===== src/sfbd_pkg.sv =====
`timescale 1ns / 1ps

package sfbd_pkg;

  localparam int RING_DEPTH_DEF  = 4096;
  localparam int BLOCK_SIZE_DEF  = 512;
  localparam int SAMPLE_BITS_DEF = 16;

  localparam int SAMPLE_W   = 16;
  localparam int FILL_W     = 13;
  localparam int STAT_W     = 32;
  localparam int CFG_IDX_W  = 2;
  localparam int CFG_DATA_W = 13;
  localparam logic [FILL_W-1:0] QUEUE_LIMIT_RST = 13'd4096;

  localparam logic [1:0] CMD_WRITE       = 2'd0;
  localparam logic [1:0] CMD_READ        = 2'd1;
  localparam logic [1:0] CMD_FLUSH       = 2'd2;
  localparam logic [1:0] CMD_RESET_STATS = 2'd3;

  localparam logic [CFG_IDX_W-1:0] REG_QUEUE_LIMIT     = 2'd0;
  localparam logic [CFG_IDX_W-1:0] REG_PLAYBACK_PAUSED = 2'd1;

  typedef struct packed {
    logic [1:0]                 cmd;
    logic signed [SAMPLE_W-1:0] in_left;
    logic signed [SAMPLE_W-1:0] in_right;
  } req_t;

  typedef struct packed {
    logic signed [SAMPLE_W-1:0] out_left;
    logic signed [SAMPLE_W-1:0] out_right;
    logic                       accepted;
    logic [FILL_W-1:0]          fill_level;
    logic [STAT_W-1:0]          underrun_total;
    logic [STAT_W-1:0]          overrun_total;
    logic [FILL_W-1:0]          fill_min;
    logic [FILL_W-1:0]          fill_max;
    logic [STAT_W-1:0]          refill_total;
    logic [STAT_W-1:0]          silence_total;
  } rsp_t;

  // Per-item status handed from the control path to the output pipeline.
  typedef struct packed {
    logic                accepted;
    logic                pop;
    logic [FILL_W-1:0]   fill_level;
    logic [STAT_W-1:0]   underrun_total;
    logic [STAT_W-1:0]   overrun_total;
    logic [FILL_W-1:0]   fill_min;
    logic [FILL_W-1:0]   fill_max;
    logic [STAT_W-1:0]   refill_total;
    logic [STAT_W-1:0]   silence_total;
  } status_t;

endpackage


===== src/sfbd_ctrl.sv =====
`timescale 1ns / 1ps

module sfbd_ctrl #(
  parameter int RING_DEPTH = sfbd_pkg::RING_DEPTH_DEF,
  parameter int BLOCK_SIZE = sfbd_pkg::BLOCK_SIZE_DEF
) (
  input  logic                            clk,
  input  logic                            rst,
  input  logic                            accept,
  input  logic [1:0]                      cmd,
  input  logic [sfbd_pkg::FILL_W-1:0]     queue_limit,
  input  logic                            playback_paused,
  output logic                            wr_en,
  output logic [$clog2(RING_DEPTH)-1:0]   wr_addr,
  output logic                            rd_en,
  output logic [$clog2(RING_DEPTH)-1:0]   rd_addr,
  output sfbd_pkg::status_t               status
);

  localparam int IDX_W  = $clog2(RING_DEPTH);
  localparam int CNT_W  = $clog2(RING_DEPTH + 1);
  localparam int BLK_W  = $clog2(BLOCK_SIZE);
  localparam int TAKE_W = $clog2(BLOCK_SIZE + 1);
  localparam int STAT_W = sfbd_pkg::STAT_W;
  localparam int FILL_W = sfbd_pkg::FILL_W;

  logic [IDX_W-1:0]  write_index, write_index_next;
  logic [IDX_W-1:0]  read_index, read_index_next;
  logic [CNT_W-1:0]  queued_count, queued_count_next;
  logic [BLK_W-1:0]  block_position, block_position_next;
  logic [TAKE_W-1:0] take_remaining, take_remaining_next;
  logic [STAT_W-1:0] underrun_count, underrun_count_next;
  logic [STAT_W-1:0] overrun_count, overrun_count_next;
  logic [STAT_W-1:0] refill_tally, refill_tally_next;
  logic [STAT_W-1:0] silent_count, silent_count_next;
  logic [CNT_W-1:0]  min_fill, min_fill_next;
  logic [CNT_W-1:0]  max_fill, max_fill_next;

  logic              full;
  logic              block_start;
  logic [TAKE_W-1:0] take_raw;
  logic [TAKE_W-1:0] take_eff;
  logic              pop;
  logic              note;
  logic              stored;

  // Effective limit is the lesser of the register and the ring depth.
  assign full = (32'(queued_count) >= 32'(queue_limit)) ||
                (32'(queued_count) >= RING_DEPTH);
  assign block_start = (block_position == '0);
  assign take_raw = (32'(queued_count) > BLOCK_SIZE) ? TAKE_W'(BLOCK_SIZE)
                                                     : TAKE_W'(queued_count);
  assign take_eff = block_start ? (playback_paused ? '0 : take_raw) : take_remaining;

  always_comb begin
    write_index_next    = write_index;
    read_index_next     = read_index;
    queued_count_next   = queued_count;
    block_position_next = block_position;
    take_remaining_next = take_remaining;
    underrun_count_next = underrun_count;
    overrun_count_next  = overrun_count;
    refill_tally_next   = refill_tally;
    silent_count_next   = silent_count;
    min_fill_next       = min_fill;
    max_fill_next       = max_fill;
    pop                 = 1'b0;
    note                = 1'b0;
    stored              = 1'b0;
    unique case (cmd)
      sfbd_pkg::CMD_WRITE: begin
        if (full) begin
          overrun_count_next = overrun_count + 1'b1;
        end else begin
          stored            = 1'b1;
          note              = 1'b1;
          write_index_next  = (write_index == IDX_W'(RING_DEPTH - 1)) ? '0
                                                                      : write_index + 1'b1;
          queued_count_next = queued_count + 1'b1;
        end
      end
      sfbd_pkg::CMD_READ: begin
        if (block_start && !playback_paused) begin
          refill_tally_next = refill_tally + 1'b1;
          if (32'(take_raw) < BLOCK_SIZE) begin
            underrun_count_next = underrun_count + 1'b1;
            silent_count_next   = silent_count + (STAT_W'(BLOCK_SIZE) - STAT_W'(take_raw));
          end
        end
        pop = !playback_paused && (take_eff != '0) && (queued_count != '0);
        take_remaining_next = take_eff - TAKE_W'(pop);
        if (pop) begin
          note              = 1'b1;
          read_index_next   = (read_index == IDX_W'(RING_DEPTH - 1)) ? '0
                                                                     : read_index + 1'b1;
          queued_count_next = queued_count - 1'b1;
        end
        block_position_next = (block_position == BLK_W'(BLOCK_SIZE - 1)) ? '0
                                                                         : block_position + 1'b1;
      end
      sfbd_pkg::CMD_FLUSH: begin
        note                = 1'b1;
        write_index_next    = '0;
        read_index_next     = '0;
        queued_count_next   = '0;
        take_remaining_next = '0;
      end
      sfbd_pkg::CMD_RESET_STATS: begin
        underrun_count_next = '0;
        overrun_count_next  = '0;
        refill_tally_next   = '0;
        silent_count_next   = '0;
        min_fill_next       = queued_count;
        max_fill_next       = queued_count;
      end
      default: begin
      end
    endcase
    if (note) begin
      if (queued_count_next < min_fill) begin
        min_fill_next = queued_count_next;
      end
      if (queued_count_next > max_fill) begin
        max_fill_next = queued_count_next;
      end
    end
  end

  always_ff @(posedge clk) begin
    if (rst) begin
      write_index    <= '0;
      read_index     <= '0;
      queued_count   <= '0;
      block_position <= '0;
      take_remaining <= '0;
      underrun_count <= '0;
      overrun_count  <= '0;
      refill_tally   <= '0;
      silent_count   <= '0;
      min_fill       <= '0;
      max_fill       <= '0;
    end else if (accept) begin
      write_index    <= write_index_next;
      read_index     <= read_index_next;
      queued_count   <= queued_count_next;
      block_position <= block_position_next;
      take_remaining <= take_remaining_next;
      underrun_count <= underrun_count_next;
      overrun_count  <= overrun_count_next;
      refill_tally   <= refill_tally_next;
      silent_count   <= silent_count_next;
      min_fill       <= min_fill_next;
      max_fill       <= max_fill_next;
    end
  end

  assign wr_en   = accept && stored;
  assign wr_addr = write_index;
  assign rd_en   = accept && pop;
  assign rd_addr = read_index;

  always_comb begin
    status.accepted       = stored;
    status.pop            = pop;
    status.fill_level     = FILL_W'(queued_count_next);
    status.underrun_total = underrun_count_next;
    status.overrun_total  = overrun_count_next;
    status.fill_min       = FILL_W'(min_fill_next);
    status.fill_max       = FILL_W'(max_fill_next);
    status.refill_total   = refill_tally_next;
    status.silence_total  = silent_count_next;
  end

endmodule

===== config.mk =====
export PLATFORM = sky130hd
export DESIGN_NAME = sfbd_ctrl
export DESIGN_NICKNAME = d
export VERILOG_FILES = /design/src/sfbd_pkg.sv /design/src/sfbd_ctrl.sv
export SDC_FILE = /design/constraint.sdc
export NUM_CORES = 1
export LEC_CHECK = 0
export ABC_AREA = 1
export BUFFER_PORTS_ARGS = -buffer_cell sky130_fd_sc_hd__buf_4
export CAP_MARGIN = 0
export CORE_MARGIN = 5
export CORE_UTILIZATION = 36
export CTS_BUF_LIST = sky130_fd_sc_hd__clkbuf_8
export DETAILED_ROUTE_END_ITERATION = 7
export MAX_ROUTING_LAYER = met4
export PLACE_DENSITY_LB_ADDON = 0.25
export SLEW_MARGIN = 10
export SYNTH_ARGS = -nofsm -noshare
export SYNTH_HDL_FRONTEND = slang
export SYNTH_SLANG_ARGS = --single-unit

===== constraint.sdc =====
create_clock -name clk -period 6.4 [get_ports clk]
set_input_delay 0.96 -clock clk [delete_from_list [all_inputs] [get_ports clk]]
set_output_delay 0.96 -clock clk [all_outputs]
set_load 0.05 [all_outputs]

---- Yosys cells after proc, flatten, opt, wreduce, memory -nomap -nowiden ----
Cells that the tools add are included.
word-level totals
  word-level logic and storage cells ...... 88
  bits of input ports ..................... 19
  output and inout bits ................... 195
  register bits ........................... 210
cells by class
  add/sub/neg operators ................... 11
  multiplexer cells ....................... 35
  magnitude comparators ................... 6
  reduce and logical (&&, ||, !) cells .... 17
  equality and inequality tests ........... 8
operators with widths
  operator                                                         count
  one-hot mux 32 bit (2 select lines)                              4
  two-way mux 32 bit                                               6
  two-way mux 13 bit                                               8
  adder 32 x 1 -> 32 bit, second input constant                    3
  two-way mux 12 bit                                               4
  one-hot mux 12 bit (2 select lines)                              2
  one-hot mux 13 bit (3 select lines)                              1
  adder 32 bit                                                     1
  two-way mux 10 bit                                               3
  adder 12 x 1 -> 12 bit, second input constant                    2
  == test 12 bit, second input constant                            2
  one-hot mux 10 bit (2 select lines)                              1
  adder 13 x 1 -> 13 bit, second input constant                    1
  >= comparator 13 bit                                             1
  >= comparator 13 bit, second input constant                      1
  greater-than comparator 13 x 10 -> 1 bit, second input constant  1
  greater-than comparator 13 bit                                   1
  less-than comparator 13 bit                                      1
  nonzero test 13 bit                                              1
  subtractor 13 x 1 -> 13 bit, second input constant               1
  subtractor 10 x 10 -> 11 bit, first input constant               1
  less-than comparator 10 bit, second input constant               1
  nonzero test 10 bit                                              1
  subtractor 10 x 1 -> 10 bit                                      1
  other kinds (16)                                                 28

---- Longest topological paths before layout ----
Gate-level depths: netlist of run 1.
  word-level depth ........................ 12
  depth in mapped cells ................... 35
  mapped depth without buffers ............ 33

---- Worst setup path before layout of run 1 ----
Ideal clock, no wire load.
  path type ............................... input-to-output
  start ................................... in queue_limit[4] (netlist bit)
  end ..................................... out status[68] (netlist bit)
  arrival ................................. 5.273 ns
  stages .................................. 26
  setup slack ............................. 0.167 ns
  data required time ...................... 5.440 ns
  path buffers ............................ 2
  cells stage by stage .................... inv_1 > ha_1 > a21oi_1 > o21ai_0 > or2_1 > a21oi_1 > o21a_1 > clkbuf_1 > nand3_1 > nor2_1 > nand2_1 > nand3_1 > nand2_1 > nand2_1 > nand2_1 > ha_1 > nand2_1 > inv_1 > o21ai_0 > nand2_1 > nand2_1 > o211a_1 > a21boi_0 > o211ai_2 > buf_2 > o211ai_1
RTL lines
  what         line             source
  from (decl)  sfbd_ctrl.sv:11  input logic [sfbd_pkg::FILL_W-1:0] queue_limit,
  to (decl)    sfbd_ctrl.sv:17  output sfbd_pkg::status_t status

==> results.tsv, run 1 <==
stage	metric	value	unit
placement	routability congestion estimate	0.940	
sta	Max transition margin	23.9	%
clocking	CTS H-tree lvls	2	
setup_path	RR Endpoint	silent_count[23]$_SDFFE_PP0P_	
global_routing	largest net degree at the start of global routing	104	
floorplan	die area	0.0496	mm^2
pwr	Leak Pwr	9.49	nW
route	WL/cell	16.3	um
yosys	Post-synth ARST share	0	%
yosys	Syn Nets	2715	
final_layout	FILL cells	4835	
global_routing	Total GRT Usage	22.0	%
clocking	Clk Latency, worst-skew pair	610	ps
clocking	Clk pin slew, worst setup/hold paths	60	ps
global_routing	vias in the first global route	16604	
placement	Final HPWL DP	40500	um
sta	setup TNS	0	ps
route	vias per cell	5.16	
final_layout	Syn-to-layout area delta	18.7	%
clocking	total CTS buffers	42	
setup_path	worst reg2reg path depth	28	
clocking	cts hold-fix bufs	0	
sta	Tmin final	6020	ps
route	1st-iter DRT viols	1437	
route	DRT Wirelength	55800	um
final_layout	register area	0.00421	mm^2
route	Vias	17671	
yosys	Gate Count Post-Synth	2608	
yosys	prevailing post-synth register cell	dfxtp_1	
route	DRT antenna net count	0	
global_routing	grt ovf	0	
floorplan	# IOs	214	
sta	max-slew violations	0	
route	Pre-antenna DRT Iters	5	
floorplan	die height	223	um
setup_path	Startpoint Class	register	
sta	final setup fails	0	
setup_path	Worst Path Required	5440	ps
pwr	Pwr Total	0.00447	W
yosys	syn_area_per_cell	6.24	um^2
min_path	Hold Path End	take_remaining[9]$_SDFFE_PP0P_	
floorplan	core footprint	0.0451	mm^2
global_routing	first-pass GRT wire length	88200	um
min_path	worst hold start	take_remaining[9]$_SDFFE_PP0P_	
setup_path	endpoint arrival time on the critical path	5060	ps
sta	Clock Skew	30.3	ps
setup_path	critical path class	register to output port	
pwr	pwr/cell area	232	mW/mm^2
yosys	Synth cell types	58	
floorplan	width of the chip	223	um
final_layout	Post-Layout Cell Count	3425	
yosys	Yosys warnings	0	
final_layout	Multi-input gate area	0.00987	mm^2
clocking	CTS Sinks	210	
setup_path	reg-to-reg slack, setup	1840	ps
sta	Peak Freq	166	MHz
setup_path	Worst R2R Start	queued_count[0]$_SDFFE_PP0P_	
yosys	Post-synth EDFFs	0	
sta	final period utilization	94.1	%
pwr	Peak VDD IR	0.121	mV
final_layout	Final #Nets	2902	
placement	Port Buffers	213	
min_path	hold-critical path depth	2	
yosys	Yosys reg bits	210	
outcome	status	finished, final reports clean	
global_routing	initial antenna violation count	3	
setup_path	CP Capture Type	output port	
yosys	post-synthesis instance area	0.0163	mm^2
sta	Final Hold Violating Endpoints	0	
final_layout	layout cells sized above 1	15.1	%
yosys	sequential share of the synthesized area	25.8	%
floorplan	Std-Cell Rows	78	
placement	placed cell count	3345	
sta	RSZ-0062 raised after global routing	true	
clocking	deepest clock path buffer count	3	
run	Max-Cap Viols	0	
clocking	CTS tree	built	
setup_path	Worst Path Max Fanout	13	
min_path	Hold Path Class	register to register	
final_layout	Final Core Density	42.8	%
route	DRC viols	0	
floorplan	Initial Utilization	36.1	%
clocking	root buf cell	clkbuf_8	
sta	worst-margin pin slew	1140	ps
[worst max path at each step]
stage / slack [ps] / from / cells past startpoint / endpoint
after global placement: 310 / queue_limit[4] / 29 / status[76]
final: 380 / queued_count[0]$_SDFFE_PP0P_ / 27 / status[23]
after floorplan: 170 / queue_limit[4] / 26 / status[68]
after detailed placement: 250 / queue_limit[4] / 29 / status[76]
after global routing: 6 / queued_count[1]$_SDFFE_PP0P_ / 30 / status[31]
after CTS: 10 / queued_count[8]$_SDFFE_PP0P_ / 29 / status[31]
[cell usage in the layout, fill, tap and decap left out, drive strengths merged, types with 4 or more instances in the layout]
master    n
nor3b     8
a21oi   279
nand4    22
xnor2    13
nand3b    4
clkbuf   56
xor2     33
nor3     50
o211ai   21
nand3   150
inv     473
a211oi   11
nand2   470
nor4     26
o21a     13
buf     251
o21ai   355
a31oi    22
clkinv    7
or2       4
ha       87
dfxtp   210
a21o      4
a21boi    5
nor2    224
[routing by layer]
layer	vias to the layer above	part of all wire, %	global-route usage, %	wire length, um
met5	-	0	-	0
met4	0	2.5	6.11	1370
met3	100	6.0	4.37	3330
met2	493	44	34.5	24700
met1	8147	47	29.1	26400
li1	8931	-	-	-
[logic make-up after synthesis]
| family | synth area share, % |
|---|---|
| mux | 0.123 |
| simple gates | 27.1 |
| fa+ha+maj | 6.81 |
| buf+inv | 13.8 |
| compound gates | 23.8 |
| xor+xnor | 2.47 |
| flops | 25.8 |
[Yosys cell counts (17+ instances only)]
library cell / instances / area share, %
inv_1: 450 / 10
nand2_1: 435 / 10
o21ai_0: 335 / 10
a21oi_1: 279 / 8.6
dfxtp_1: 210 / 26
nor2_1: 206 / 4.7
nand3_1: 134 / 4.1
ha_1: 87 / 6.7
clkbuf_1: 78 / 1.8
nor3_1: 48 / 1.5
xor2_1: 33 / 1.8
nor4_1: 24 / 0.92
a31oi_1: 22 / 0.85
nand4_1: 22 / 0.85
o211ai_1: 20 / 0.92
nand2_2: 19 / 0.73
o21ai_1: 17 / 0.52
[per-stage QoR]
stage	cell area [um^2]	setup slack, ps	hold WS [ps]
after global placement	18400	309	454
after CTS	19200	10.1	466
after global routing	19300	6.38	484
after detailed placement	18400	248	457
after floorplan	16300	167	445
final	19300	375	466
[worst max-delay path, stage by stage (launching register included)]
cell and delay, ps:
dfxtp_1 340, inv_1 120, ha_1 250, nand2_2 110, nor2_4 60, nand2_2 70, nand2_4 120, nand2_2 120
ha_1 200, inv_1 70, nor2_1 190, o211ai_1 150, nor2_1 100, o21ai_0 110, xor2_1 210, inv_1 70
ha_1 320, a21oi_1 160, inv_1 80, a21oi_1 120, a21boi_1 220, o21ai_1 170, a21boi_2 240, o21ai_0 160
xor2_1 170, o21ai_0 160, o21ai_0 140, buf_4 250
[timing repair]
item | in CTS | in global routing
pin swaps | 0 | 2
setup buffers | 0 | 4
endpoints found under the hold margin | 0 | 0
cloned | 0 | 2
setup endpoints to repair | 3 | 32
resized for setup | 4 | 29
[final cells by class]
cell class | count | area share [%]
diodes | 3 | 0.0389
flip-flops and latches | 210 | 21.8
clock buffers | 56 | 3.99
well taps | 600 | 3.89
multi-input cells | 1825 | 51.1
clock inverters | 15 | 0.330
repair buffers | 251 | 9.80
inverters | 465 | 9.06
[registers in the layout, indices dropped and copies added, names as in the netlist]
name and flops:
overrun_count 32, refill_tally 32, silent_count 32, underrun_count 32, max_fill 13, min_fill 13, queued_count 13, rd_addr 12
wr_addr 12, take_remaining 10, block_position 9
[where the power goes]
group          internal (W)  switching, W  leakage, nW
Combinational      0.000475       0.00113         7.29
Clock              0.000773      0.000637        0.474
Sequential          0.00139     0.0000662         1.73
Power figures use the tool's default switching activity.
==> inputs of run 2 (changes only) <==
--- a/config.mk
+++ b/config.mk
@@ -7,7 +7,6 @@
 export LEC_CHECK = 0
 export ABC_AREA = 1
 export BUFFER_PORTS_ARGS = -buffer_cell sky130_fd_sc_hd__buf_4
-export CAP_MARGIN = 0
 export CORE_MARGIN = 5
 export CORE_UTILIZATION = 36
 export CTS_BUF_LIST = sky130_fd_sc_hd__clkbuf_8
==> constraint.sdc (replaced) <==
create_clock -name clk -period 6.4 [get_ports clk]
set_input_delay 0.96 -clock clk [delete_from_list [all_inputs] [get_ports clk]]
set_output_delay 0.96 -clock clk [all_outputs]
set_load 0.02 [all_outputs]
==> results.tsv, run 2 (synthesis results as in run 1) <==
stage	metric	value	unit	change
outcome	status	finished, final reports clean		unchanged
setup_path	Worst Path Max Fanout	13		unchanged
clocking	total CTS buffers	43		was 42
route	DRC viols	0		unchanged
sta	Final Hold Violating Endpoints	0		unchanged
setup_path	most frequent CP cell	nand2_1		
clocking	Clk pin slew, worst setup/hold paths	60	ps	about the same
global_routing	initial antenna violation count	2		was 3
placement	placed cell count	3344		was 3345
setup_path	CP delay by family, top	simple AND/OR/NAND/NOR gates		was compound AO/OA/AOI/OAI gates
route	WL/cell	16.4	um	was 16.3 um
sta	Clock Skew	23.1	ps	was 30.3 ps
setup_path	CP max stage cell	ha_1		was dfxtp_1
pwr	Combinational Power Share	32.1	%	was 36.0%
pwr	Clk pwr share	34.0	%	was 31.5%
pwr	sw frac	37.9	%	was 41.1%
global_routing	Total GRT Usage	22.2	%	was 22.0%
min_path	worst hold start	take_remaining[3]$_SDFFE_PP0P_		was take_remaining[9]$_SDFFE_PP0P_
placement	Port Buffers	213		unchanged
sta	hold slack	466	ps	about the same
route	vias per cell	5.18		was 5.16
placement	Final HPWL DP	40700	um	was 40500 um
pwr	Cell Int Power	0.00266	W	was 0.00264 W
sta	worst-margin pin slew	1100	ps	was 1140 ps
sta	Peak Freq	165	MHz	was 166 MHz
setup_path	critical path class	register to output port		unchanged
clocking	root buf cell	clkbuf_8		unchanged
route	DRT antenna net count	0		unchanged
clocking	CTS H-tree lvls	2		unchanged
setup_path	crit path from	queued_count[4]$_SDFFE_PP0P_		was queued_count[0]$_SDFFE_PP0P_
global_routing	largest net degree at the start of global routing	99		was 104
global_routing	grt ovf	0		unchanged
final_layout	Final #Nets	2898		was 2902
floorplan	Std-Cell Rows	78		unchanged
setup_path	endpoint arrival time on the critical path	5090	ps	was 5060 ps
sta	final period utilization	94.6	%	was 94.1%
global_routing	vias in the first global route	16665		was 16604
min_path	Hold Path Class	register to register		unchanged
setup_path	Worst R2R Start	queued_count[4]$_SDFFE_PP0P_		was queued_count[0]$_SDFFE_PP0P_
clocking	Clk Latency, worst-skew pair	610	ps	about the same
setup_path	Worst Path Required	5440	ps	about the same
setup_path	slowest stage delay, CP	380	ps	was 340 ps
placement	placed inst area	0.0184	mm^2	about the same
global_routing	first-pass GRT wire length	88800	um	was 88200 um
sta	Max transition margin	26.4	%	was 23.9%
setup_path	worst reg2reg path depth	31		was 28
run	Max-Cap Viols	0		unchanged
pwr	Peak VDD IR	0.128	mV	was 0.121 mV
sta	RSZ-0062 raised after global routing	false		was true
clocking	deepest clock path buffer count	3		unchanged
placement	routability congestion estimate	0.956		was 0.940
min_path	hold-critical path depth	2		unchanged
sta	slack of the critical path	347	ps	was 375 ps
floorplan	# IOs	214		unchanged
clocking	CTS Sinks	210		unchanged
setup_path	CP bufs+invs	7		was 5
placement	Setup WS pre-CTS	-2.00	ps	was 248 ps
setup_path	Startpoint Class	register		unchanged
clocking	CTS tree	built		unchanged
pwr	P_sw	0.00163	W	was 0.00184 W
pwr	pwr/cell area	222	mW/mm^2	was 232 mW/mm^2
floorplan	core footprint	0.0451	mm^2	unchanged
final_layout	most common cell after layout, fill and taps aside	inv_1		unchanged
clocking	cts hold-fix bufs	0		unchanged
final_layout	layout cells sized above 1	14.7	%	was 15.1%
final_layout	final instance area	0.0193	mm^2	about the same
route	Vias	17715		was 17671
final_layout	Post-Layout Cell Count	3419		was 3425
floorplan	die area	0.0496	mm^2	unchanged
sta	final setup fails	0		unchanged
floorplan	Initial Utilization	36.1	%	unchanged
floorplan	width of the chip	223	um	unchanged
sta	Tmin final	6050	ps	was 6020 ps
final_layout	Syn-to-layout area delta	18.6	%	was 18.7%
setup_path	CP Capture Type	output port		unchanged
pwr	Reg power frac	33.9	%	was 32.5%
route	1st-iter DRT viols	1261		was 1437
sta	max-slew violations	0		unchanged
setup_path	CP Depth	31		was 27
sta	setup TNS	0	ps	unchanged
pwr	Leak Pwr	9.49	nW	about the same
floorplan	die height	223	um	unchanged
final_layout	commonest cells after routing, fill and taps aside	462 x inv_1, 432 x nand2_1, 329 x o21ai_0, 278 x a21oi_1, 244 x buf_4		was 459 x inv_1, 431 x nand2_1, 330 x o21ai_0, 277 x a21oi_1, 247 x buf_4
route	Pre-antenna DRT Iters	6		was 5
route	DRT Wirelength	56100	um	was 55800 um
[run 2: cell types whose count changed in the layout (fill, tap and decap cells not counted), sizes merged]
cell    before  now
buf        251  245
inv        473  479
clkbuf      56   52
clkinv       7    3
bufinv       0    2
diode        3    2
o211ai      21   22
[run 2: final cells by class]
type,instances,area [um^2]
antenna,2,5.00
sequential,210,4210
inverter,465,1750
multi-input combinational,1826,9890
clock buffer,52,716
timing repair buffer,245,1840
tap,600,751
fill,4798,25800
clock inverter,19,136
[run 2: path summary, 6_finish.rpt]
path	end	slack, ps
worst max register to register	max_fill[3]$_SDFFE_PP0P_	1820
worst max-delay path	status[70]	350
worst min-delay path	take_remaining[3]$_SDFFE_PP0P_	470
worst min register to register	take_remaining[3]$_SDFFE_PP0P_	470
[run 2: metal layers]
metal	global-route usage, %	vias to the layer above	share of wire (%)	wire length [um]
li1	-	8945	-	-
met1	29.3	8123	46	25900
met2	34.6	534	44	24800
met3	4.45	113	6.8	3810
met4	6.72	0	2.8	1560
met5	-	-	0	0
[run 2: worst reg2reg max path, delay by kind of cell, from the launching register on]
kind	cells	cell delay, ps
adder cells (fa/ha/maj)	1	380
flip-flops	1	320
buffers and inverters	6	720
AO/OA/AOI/OAI	5	1030
AND/OR/NAND/NOR	19	2020
[run 2: power by group through the flow]
stage | Sequential (W) | Clock (W) | Combinational, W
finish | 0.00145 | 0.00146 | 0.00138
global route | 0.00146 | 0.00156 | 0.00153
CTS | 0.00145 | 0.00151 | 0.00136
detailed placement | 0.00148 | 0 | 0.00135
global placement | 0.00148 | 0 | 0.00134
floorplan | 0.00147 | 0 | 0.000925
[run 2: repair_timing]
item | in CTS | in global routing
gates resized for setup | 4 | 23
pin swaps | 0 | 1
cloned | 0 | 1
setup buffers | 0 | 1
setup endpoints to repair | 11 | 18
[run 2: per-stage QoR]
stage | power (W) | util [%]
detailed placement | 0.00283 | 40.7
floorplan | 0.00239 | -
global placement | 0.00281 | 40.7
CTS | 0.00432 | 42.6
global route | 0.00455 | 42.8
finish | 0.00429 | 42.8
